===== config.mk =====
export PLATFORM = sky130hd
export DESIGN_NAME = readiness_gate_hold_timer
export DESIGN_NICKNAME = d
export VERILOG_FILES = /design/src/design/rghold_pkg.sv /design/src/design/readiness_gate_hold_timer.sv /design/src/design/rghold_cfg.sv /design/src/design/rghold_core.sv
export SDC_FILE = /design/constraint.sdc
export NUM_CORES = 1
export LEC_CHECK = 0
export BUFFER_PORTS_ARGS = -buffer_cell sky130_fd_sc_hd__buf_2
export CAP_MARGIN = 10
export CELL_PAD_IN_SITES_DETAIL_PLACEMENT = 0
export CELL_PAD_IN_SITES_GLOBAL_PLACEMENT = 1
export CORE_MARGIN = 1.5
export CORE_UTILIZATION = 42
export DETAILED_ROUTE_END_ITERATION = 8
export MAX_ROUTING_LAYER = met4
export PLACE_DENSITY = 0.72
export SLEW_MARGIN = 30
export SYNTH_ARGS = -nofsm -noshare
export SYNTH_HDL_FRONTEND = slang
export SYNTH_HIERARCHICAL = 1
export SYNTH_SLANG_ARGS = --single-unit

===== constraint.sdc =====
create_clock -name clk -period 16 [get_ports clk]
set_clock_uncertainty 0.2 [all_clocks]
set_input_delay 1.6 -clock clk [delete_from_list [all_inputs] [get_ports clk]]
set_output_delay 1.6 -clock clk [all_outputs]
set_load 0.02 [all_outputs]

===== src/design/rghold_pkg.sv =====
`default_nettype none
package rghold_pkg;

	localparam int unsigned CFG_ADDR_W  = 3;
	localparam int unsigned CFG_DATA_W  = 32;
	localparam int unsigned TIME_W      = 64;
	localparam logic [31:0] HOLD_RESET  = 32'd1000;

	// Register index, taken from the top bit of paddr.
	localparam logic [0:0] REG_RECOVERY_HOLD = 1'b0;

	localparam logic [1:0] MODE_STATE_BLIND    = 2'd1;
	localparam logic [1:0] MODE_REGISTRY_BLIND = 2'd2;

	typedef enum logic [1:0] {
		ST_OK              = 2'd0,
		ST_CFG_INVALID     = 2'd1,
		ST_CLOCK_REGRESSED = 2'd2
	} status_t;

	typedef enum logic [3:0] {
		R_READY           = 4'd0,
		R_NO_FULL         = 4'd1,
		R_NO_CAPACITY     = 4'd2,
		R_NO_OBSERVATION  = 4'd3,
		R_STATE_BLIND     = 4'd4,
		R_REGISTRY_NO_CAP = 4'd5,
		R_GRACE_EXPIRED   = 4'd6,
		R_DRAINING        = 4'd7,
		R_HOLD            = 4'd8,
		R_NOT_LEADER      = 4'd9
	} reason_t;

	typedef struct packed {
		logic              leader;
		logic              draining;
		logic              has_full_snapshot;
		logic              observation_present;
		logic [1:0]        observation_mode;
		logic              grace_open;
		logic              has_capacity;
		logic [TIME_W-1:0] now_ms;
	} sample_t;

	typedef struct packed {
		logic [1:0]        status;
		logic              accepting;
		logic [3:0]        reason_code;
		logic [TIME_W-1:0] changed_ms;
	} result_t;

	// Unsafe reasons in priority order; R_READY when the sample is safe.
	function automatic reason_t find_unsafe(sample_t s, logic ever_ready, logic ready);
		reason_t r;
		r = R_READY;
		if (!s.leader) begin
			r = R_NOT_LEADER;
		end else if (s.draining) begin
			r = R_DRAINING;
		end else if (!s.has_full_snapshot) begin
			r = R_NO_FULL;
		end else if (!s.observation_present) begin
			r = R_NO_OBSERVATION;
		end else if (s.observation_mode == MODE_REGISTRY_BLIND && !s.grace_open) begin
			r = R_GRACE_EXPIRED;
		end else if (s.observation_mode == MODE_REGISTRY_BLIND && !s.has_capacity) begin
			r = R_REGISTRY_NO_CAP;
		end else if (s.observation_mode == MODE_STATE_BLIND && !s.has_capacity) begin
			r = R_STATE_BLIND;
		end else if (!s.has_capacity && (!ever_ready || !ready)) begin
			r = R_NO_CAPACITY;
		end
		return r;
	endfunction

endpackage
`default_nettype wire


===== src/design/readiness_gate_hold_timer.sv =====
// Channel  Payload            Handshake                    Direction
// sample   rghold_pkg sample  sample_valid / sample_stall  in
// result   rghold_pkg result  result_valid / result_stall  out
// config   APB register 0     psel/penable/pwrite/pready   in
//
// One sample is taken every cycle while sample_stall is low; each gives exactly one result word.
// A sample passes through an input register, then the gate logic (a priority
// check and one 64-bit subtract and compare) writes the result register.
// The state update happens in the same cycle, so back-to-back samples see it.
// Reset inits control state, not data; the hold register comes up at 1000 ms.
// A stalled result holds both stages; sample_stall rises only then.
`default_nettype none
module readiness_gate_hold_timer (
	input  wire logic                                 clk,
	input  wire logic                                 arst_n,
	input  wire logic                                 psel,
	input  wire logic                                 penable,
	input  wire logic                                 pwrite,
	input  wire logic [rghold_pkg::CFG_ADDR_W-1:0]    paddr,
	input  wire logic [rghold_pkg::CFG_DATA_W-1:0]    pwdata,
	output logic      [rghold_pkg::CFG_DATA_W-1:0]    prdata,
	output logic                                      pready,
	input  wire rghold_pkg::sample_t                  sample,
	input  wire logic                                 sample_valid,
	output logic                                      sample_stall,
	output rghold_pkg::result_t                       result,
	output logic                                      result_valid,
	input  wire logic                                 result_stall
);

	rghold_pkg::sample_t sample_s1;
	logic                valid_s1;
	rghold_pkg::result_t result_q;
	logic                result_valid_q;
	rghold_pkg::result_t core_res;
	logic [31:0]         hold_ms;
	logic                advance;
	logic                fire;

	assign pready = 1'b1;

	rghold_cfg u_cfg (
		.clk     (clk),
		.arst_n  (arst_n),
		.psel    (psel),
		.penable (penable),
		.pwrite  (pwrite),
		.paddr   (paddr),
		.pwdata  (pwdata),
		.prdata  (prdata),
		.hold_ms (hold_ms)
	);

	// The result register moves when it is empty or its word is taken.
	assign advance      = !result_valid_q || !result_stall;
	assign fire         = valid_s1 && advance;
	assign sample_stall = valid_s1 && !advance;

	always_ff @(posedge clk or negedge arst_n) begin
		if (!arst_n) begin
			valid_s1 <= 1'b0;
		end else if (!sample_stall) begin
			valid_s1 <= sample_valid;
		end
	end

	always_ff @(posedge clk) begin
		if (sample_valid && !sample_stall) begin
			sample_s1 <= sample;
		end
	end

	rghold_core u_core (
		.clk     (clk),
		.arst_n  (arst_n),
		.fire    (fire),
		.item    (sample_s1),
		.hold_ms (hold_ms),
		.res     (core_res)
	);

	always_ff @(posedge clk or negedge arst_n) begin
		if (!arst_n) begin
			result_valid_q <= 1'b0;
		end else if (advance) begin
			result_valid_q <= valid_s1;
		end
	end

	always_ff @(posedge clk) begin
		if (fire) begin
			result_q <= core_res;
		end
	end

	assign result       = result_q;
	assign result_valid = result_valid_q;

endmodule
`default_nettype wire


===== src/design/rghold_cfg.sv =====
`default_nettype none
module rghold_cfg (
	input  wire logic                                 clk,
	input  wire logic                                 arst_n,
	input  wire logic                                 psel,
	input  wire logic                                 penable,
	input  wire logic                                 pwrite,
	input  wire logic [rghold_pkg::CFG_ADDR_W-1:0]    paddr,
	input  wire logic [rghold_pkg::CFG_DATA_W-1:0]    pwdata,
	output logic      [rghold_pkg::CFG_DATA_W-1:0]    prdata,
	output logic      [31:0]                          hold_ms
);

	logic [31:0] hold_q;
	logic [0:0]  reg_idx;

	assign reg_idx = paddr[rghold_pkg::CFG_ADDR_W-1 -: 1];

	always_ff @(posedge clk or negedge arst_n) begin
		if (!arst_n) begin
			hold_q <= rghold_pkg::HOLD_RESET;
		end else if (psel && penable && pwrite && reg_idx == rghold_pkg::REG_RECOVERY_HOLD) begin
			hold_q <= pwdata;
		end
	end

	always_comb begin
		case (reg_idx)
			rghold_pkg::REG_RECOVERY_HOLD: prdata = hold_q;
			default:                       prdata = '0;
		endcase
	end

	assign hold_ms = hold_q;

endmodule
`default_nettype wire


===== src/design/rghold_core.sv =====
`default_nettype none
module rghold_core (
	input  wire logic                clk,
	input  wire logic                arst_n,
	input  wire logic                fire,
	input  wire rghold_pkg::sample_t item,
	input  wire logic [31:0]         hold_ms,
	output rghold_pkg::result_t      res
);

	logic                          seen_q;
	logic [rghold_pkg::TIME_W-1:0] last_time_q;
	logic                          hold_active_q;
	logic [rghold_pkg::TIME_W-1:0] hold_start_q;
	logic                          ever_ready_q;
	logic                          ready_q;
	logic [3:0]                    reason_q;
	logic [rghold_pkg::TIME_W-1:0] change_time_q;
	logic                          snap_q;

	rghold_pkg::reason_t           unsafe;
	rghold_pkg::status_t           status;
	logic                          ok;
	logic                          acc_d;
	logic [3:0]                    reason_d;
	logic                          hold_active_d;
	logic [rghold_pkg::TIME_W-1:0] hold_start_d;
	logic                          ever_ready_d;
	logic [rghold_pkg::TIME_W-1:0] change_time_d;
	logic [rghold_pkg::TIME_W-1:0] elapsed;

	assign unsafe  = rghold_pkg::find_unsafe(item, ever_ready_q, ready_q);
	assign elapsed = item.now_ms - hold_start_q;

	always_comb begin
		if (hold_ms == '0) begin
			status = rghold_pkg::ST_CFG_INVALID;
		end else if (seen_q && item.now_ms < last_time_q) begin
			status = rghold_pkg::ST_CLOCK_REGRESSED;
		end else begin
			status = rghold_pkg::ST_OK;
		end
		ok = (status == rghold_pkg::ST_OK);

		hold_active_d = hold_active_q;
		hold_start_d  = hold_start_q;
		ever_ready_d  = ever_ready_q;
		acc_d         = 1'b0;
		reason_d      = rghold_pkg::R_HOLD;
		if (unsafe != rghold_pkg::R_READY) begin
			hold_active_d = 1'b0;
			reason_d      = unsafe;
		end else if (ready_q) begin
			acc_d    = 1'b1;
			reason_d = rghold_pkg::R_READY;
		end else if (!hold_active_q) begin
			// First safe sample after an unsafe stretch starts the hold.
			hold_active_d = 1'b1;
			hold_start_d  = item.now_ms;
		end else if (elapsed >= {32'd0, hold_ms}) begin
			ever_ready_d  = 1'b1;
			hold_active_d = 1'b0;
			acc_d         = 1'b1;
			reason_d      = rghold_pkg::R_READY;
		end

		// The first good sample always stamps the change time.
		if (!snap_q || ready_q != acc_d || reason_q != reason_d) begin
			change_time_d = item.now_ms;
		end else begin
			change_time_d = change_time_q;
		end

		res.status = status;
		if (ok) begin
			res.accepting   = acc_d;
			res.reason_code = reason_d;
			res.changed_ms  = change_time_d;
		end else begin
			res.accepting   = 1'b0;
			res.reason_code = '0;
			res.changed_ms  = '0;
		end
	end

	always_ff @(posedge clk or negedge arst_n) begin
		if (!arst_n) begin
			seen_q        <= 1'b0;
			last_time_q   <= '0;
			hold_active_q <= 1'b0;
			hold_start_q  <= '0;
			ever_ready_q  <= 1'b0;
			ready_q       <= 1'b0;
			reason_q      <= rghold_pkg::R_NO_OBSERVATION;
			change_time_q <= '0;
			snap_q        <= 1'b0;
		end else if (fire && ok) begin
			seen_q        <= 1'b1;
			last_time_q   <= item.now_ms;
			hold_active_q <= hold_active_d;
			hold_start_q  <= hold_start_d;
			ever_ready_q  <= ever_ready_d;
			ready_q       <= acc_d;
			reason_q      <= reason_d;
			change_time_q <= change_time_d;
			snap_q        <= 1'b1;
		end
	end

	a_ready_after_hold: assert property (@(posedge clk) disable iff (!arst_n)
		ready_q |-> ever_ready_q)
		else $error("ready without a completed recovery hold");

	a_hold_not_ready: assert property (@(posedge clk) disable iff (!arst_n)
		hold_active_q |-> (!ready_q && reason_q == rghold_pkg::R_HOLD))
		else $error("recovery hold running while ready or with another reason");

	a_error_keeps_state: assert property (@(posedge clk) disable iff (!arst_n)
		(fire && !ok) |=> ($stable(ready_q) && $stable(reason_q) && $stable(change_time_q)
			&& $stable(last_time_q)))
		else $error("state changed on an error word");

	a_ready_reason: assert property (@(posedge clk) disable iff (!arst_n)
		ready_q |-> reason_q == rghold_pkg::R_READY)
		else $error("ready with a nonzero reason");

endmodule
`default_nettype wire

==> qor.txt <==
Status: finished, violations left
Violated checks: design-rule violations
Worst-path cell with the longest stage delay: and4_4
Least-Margin Pin Slew: 1.01 ns
Cell area after synthesis: 25200 µm²
Crit path largest cell delay: 0.77 ns
Startpoint Class: register
Cells after synthesis: 2695
Post-layout worst setup margin: 8.62 ns
H-tree Lvls: 2
Core ar.: 59100 µm²
Post-CTS Setup Inserts: 0
RSZ-0062 raised after global routing: no
Reg clk slew, reported paths: 0.06 ns
Total CTS buffers: 45
Pre-CTS setup slack: 8.70 ns
Commonest cells after routing, fill and taps aside: nand2_1 (312), inv_1 (238), dfrtp_1 (226), buf_2 (215), o21ai_0 (192)
Clk sinks: 377
Critical-path maximum fanout: 64
Die H: 248 µm
Tightest Hold Check Type: reg -> reg
Setup TNS: 0 ns
Seq/Total Area, Yosys: 40.3%
Vias: 21576
CP arrival: 7.50 ns
Fmax: 0.136 GHz
Layout cells sized above 1: 16.6%
Boundary pin count: 220
Peak VDD IR: 0.0985 mV
GPL Wtd Cong: 0.895
Main synth FF type: dfrtp_1
Initial antenna violation count: 2
Crit path buf inv count: 2
Max Cap Viol: 0
Via/cell ratio: 5.96
Die X-Extent: 248 µm
Crit. End Element: register
First drt pass iteration count: 7
Final period utilization: 46.1%
DRC Markers: 10
Vias in the first global route: 21219
First-pass GRT wire length: 121 mm
Worst EP required: 16.12 ns
Cell area after placement: 26600 µm²
Routed Antenna Nets: 0
Design area: 28200 µm²
CTS tree: yes
Clk Latency, worst-skew pair: 0.56 ns
Cts hold-fix bufs: 0
WS Path Type: reg -> reg
Clock buffer depth: 3
Setup violators final: 0
Post-synth ARST share: 62.1%
Final WL: 79.8 mm
Placed wire-length estimate: 56.0 mm
GRT Total Usage: 26.2%
Netlist cell types: 99
WL/cell: 22.0 µm
Syn. warnings: 6
Area Growth Syn to Fin: 11.9%
Max-slew violation count: 0
Initial Util: 42.6%
Detailed Route Iter0 Violations: 1557
Final hold violation count: 0
Mapped Avg Cell Area: 9.35 µm²
#FFs+latches synth: 377
Nets: 3084
Most common cell after layout, fill and taps aside: nand2_1
PortBufs: 216
Row count: 89
Largest net degree at the start of global routing: 91
Syn Nets: 2968
Die Footprint: 61400 µm²
Rel. slew slack: 32.8%
Cell family with most CP delay: compound AO/OA/AOI/OAI gates
Lkg Pwr: 12.1 nW
Fin crit period: 7.38 ns
Post-synth EDFFs: 143
Critical-path cell list: inv_1 > ha_1 > inv_1 > fa_1 > a211oi_2 > o21ai_2 > a32oi_1 > nand2_1 > a21oi_1 > o21bai_1 > xor2_1 > ha_1 > nand4_1 > nor2_1 > o2111ai_1 > a211oi_1 > a311oi_1 > nand4_1 > nor4b_4 > and4_4 > nand2_4 > o311ai_1
Congestion Overflow GR: 0
Power Dens Cells: 167 nW/µm²
Cells resized by post-CTS repair: 0
Clock tree root buffer cell: clkbuf_16
cell families after synthesis:
family | after synthesis | synth area share (%)
simple gates | 760 | 14.5
other cells | 1 | 0.0149
mux | 167 | 7.58
xor+xnor | 44 | 1.53
compound gates | 779 | 21.2
buf+inv | 408 | 6.94
flops | 377 | 40.3
fa+ha+maj | 159 | 7.93
synth_stat cells (16+ instances only):
master / count / area [µm²]
mux2i_1: 68 / 681
a21o_1: 45 / 338
clkbuf_1: 93 / 349
a31oi_1: 71 / 444
o21ai_1: 18 / 90.1
inv_1: 238 / 893
xnor2_1: 29 / 254
nand3_1: 17 / 85.1
nor3_1: 23 / 115
dfrtp_1: 226 / 5660
nand2_1: 313 / 1170
mux2_2: 69 / 777
buf_2: 50 / 250
o21ai_0: 192 / 961
ha_1: 158 / 1980
nand4_1: 54 / 338
nor4_1: 19 / 119
a211oi_1: 20 / 150
a21oi_1: 121 / 606
buf_6: 16 / 180
nor2_1: 169 / 634
mux2_4: 30 / 450
o311ai_1: 120 / 1050
a211o_1: 69 / 604
edfxtp_1: 143 / 4290
nor2b_1: 104 / 651
per-stage QoR:
| step | std cells | power (W) | utilization [%] | hold slack, ns |
|---|---|---|---|---|
| 6_report | 3620 | 0.00470 | 47.7 | 0.288 |
| 2_1_floorplan | 2695 | 0.00303 | - | 0.248 |
| 3_5_place_dp | 3535 | 0.00365 | 45.0 | 0.285 |
| 5_1_grt | 3620 | 0.00503 | 47.7 | 0.301 |
| 4_1_cts | 3616 | 0.00472 | 47.6 | 0.294 |
| 3_3_place_gp | 3535 | 0.00357 | 45.0 | 0.262 |
power breakdown:
part	leakage, nW	internal (W)	switching, W	total (W)
Sequential	4.24	0.00134	0.000160	0.00150
Combinational	7.11	0.000794	0.00136	0.00215
Clock	0.732	0.000628	0.000419	0.00105
Total	12.1	0.00276	0.00194	0.00470
metal layers:
layer  track usage, %  vias to the layer above  part of all wire (%)  wire (µm)
met5                -                        -                     0          0
met4             9.22                        0                   3.1       2490
met3             2.80                      127                   5.2       4190
met2             43.0                      713                    48      38500
met1             33.6                    10663                    43      34700
li1                 -                    10073                     -          -
worst reg2reg max path, delay by kind of cell, from the launching register on:
| family | cells | cell delay [ns] |
|---|---|---|
| simple gates | 7 | 2.48 |
| buf+inv | 2 | 0.27 |
| flops | 1 | 0.47 |
| compound gates | 9 | 2.56 |
| xor+xnor | 1 | 0.16 |
| fa+ha+maj | 3 | 0.99 |
state kept, by name, summed over array words and instances (netlist names):
signal	flops
result	71
result_valid	1
sample_s1	72
u_cfg/hold_ms	32
u_core/change_time_q	64
u_core/ever_ready_q	1
u_core/hold_active_q	1
u_core/hold_start_q	64
u_core/last_time_q	64
u_core/ready_q	1
u_core/reason_q	4
u_core/snap_q	1
valid_s1	1
path summary, 6_finish.rpt:
check / cells past startpoint / start / slack, ns / to
worst min register to register: 2 / u_core/reason_q[0] / 0.29 / u_core/reason_q[0]
worst max-delay path: 22 / sample_s1[0] / 8.62 / result[61]
min in group asynchronous: 1 / arst_n / 0.79 / u_cfg/hold_ms[0]
max in group asynchronous: 3 / arst_n / 13.01 / u_core/hold_start_q[60]
worst min-delay path: 2 / u_core/reason_q[0] / 0.29 / u_core/reason_q[0]
worst max register to register: 22 / sample_s1[0] / 8.62 / result[61]
area by class of cell:
cell class / count / area, µm²
well taps: 773 / 967
fillers: 5598 / 30900
multi-input cells: 1910 / 13400
diodes: 2 / 5.00
flip-flops and latches: 377 / 10200
inverters: 238 / 893
repair buffers: 239 / 1310
clock buffers: 62 / 1290
clock inverters: 19 / 200
Power figures use the tool's default switching activity.
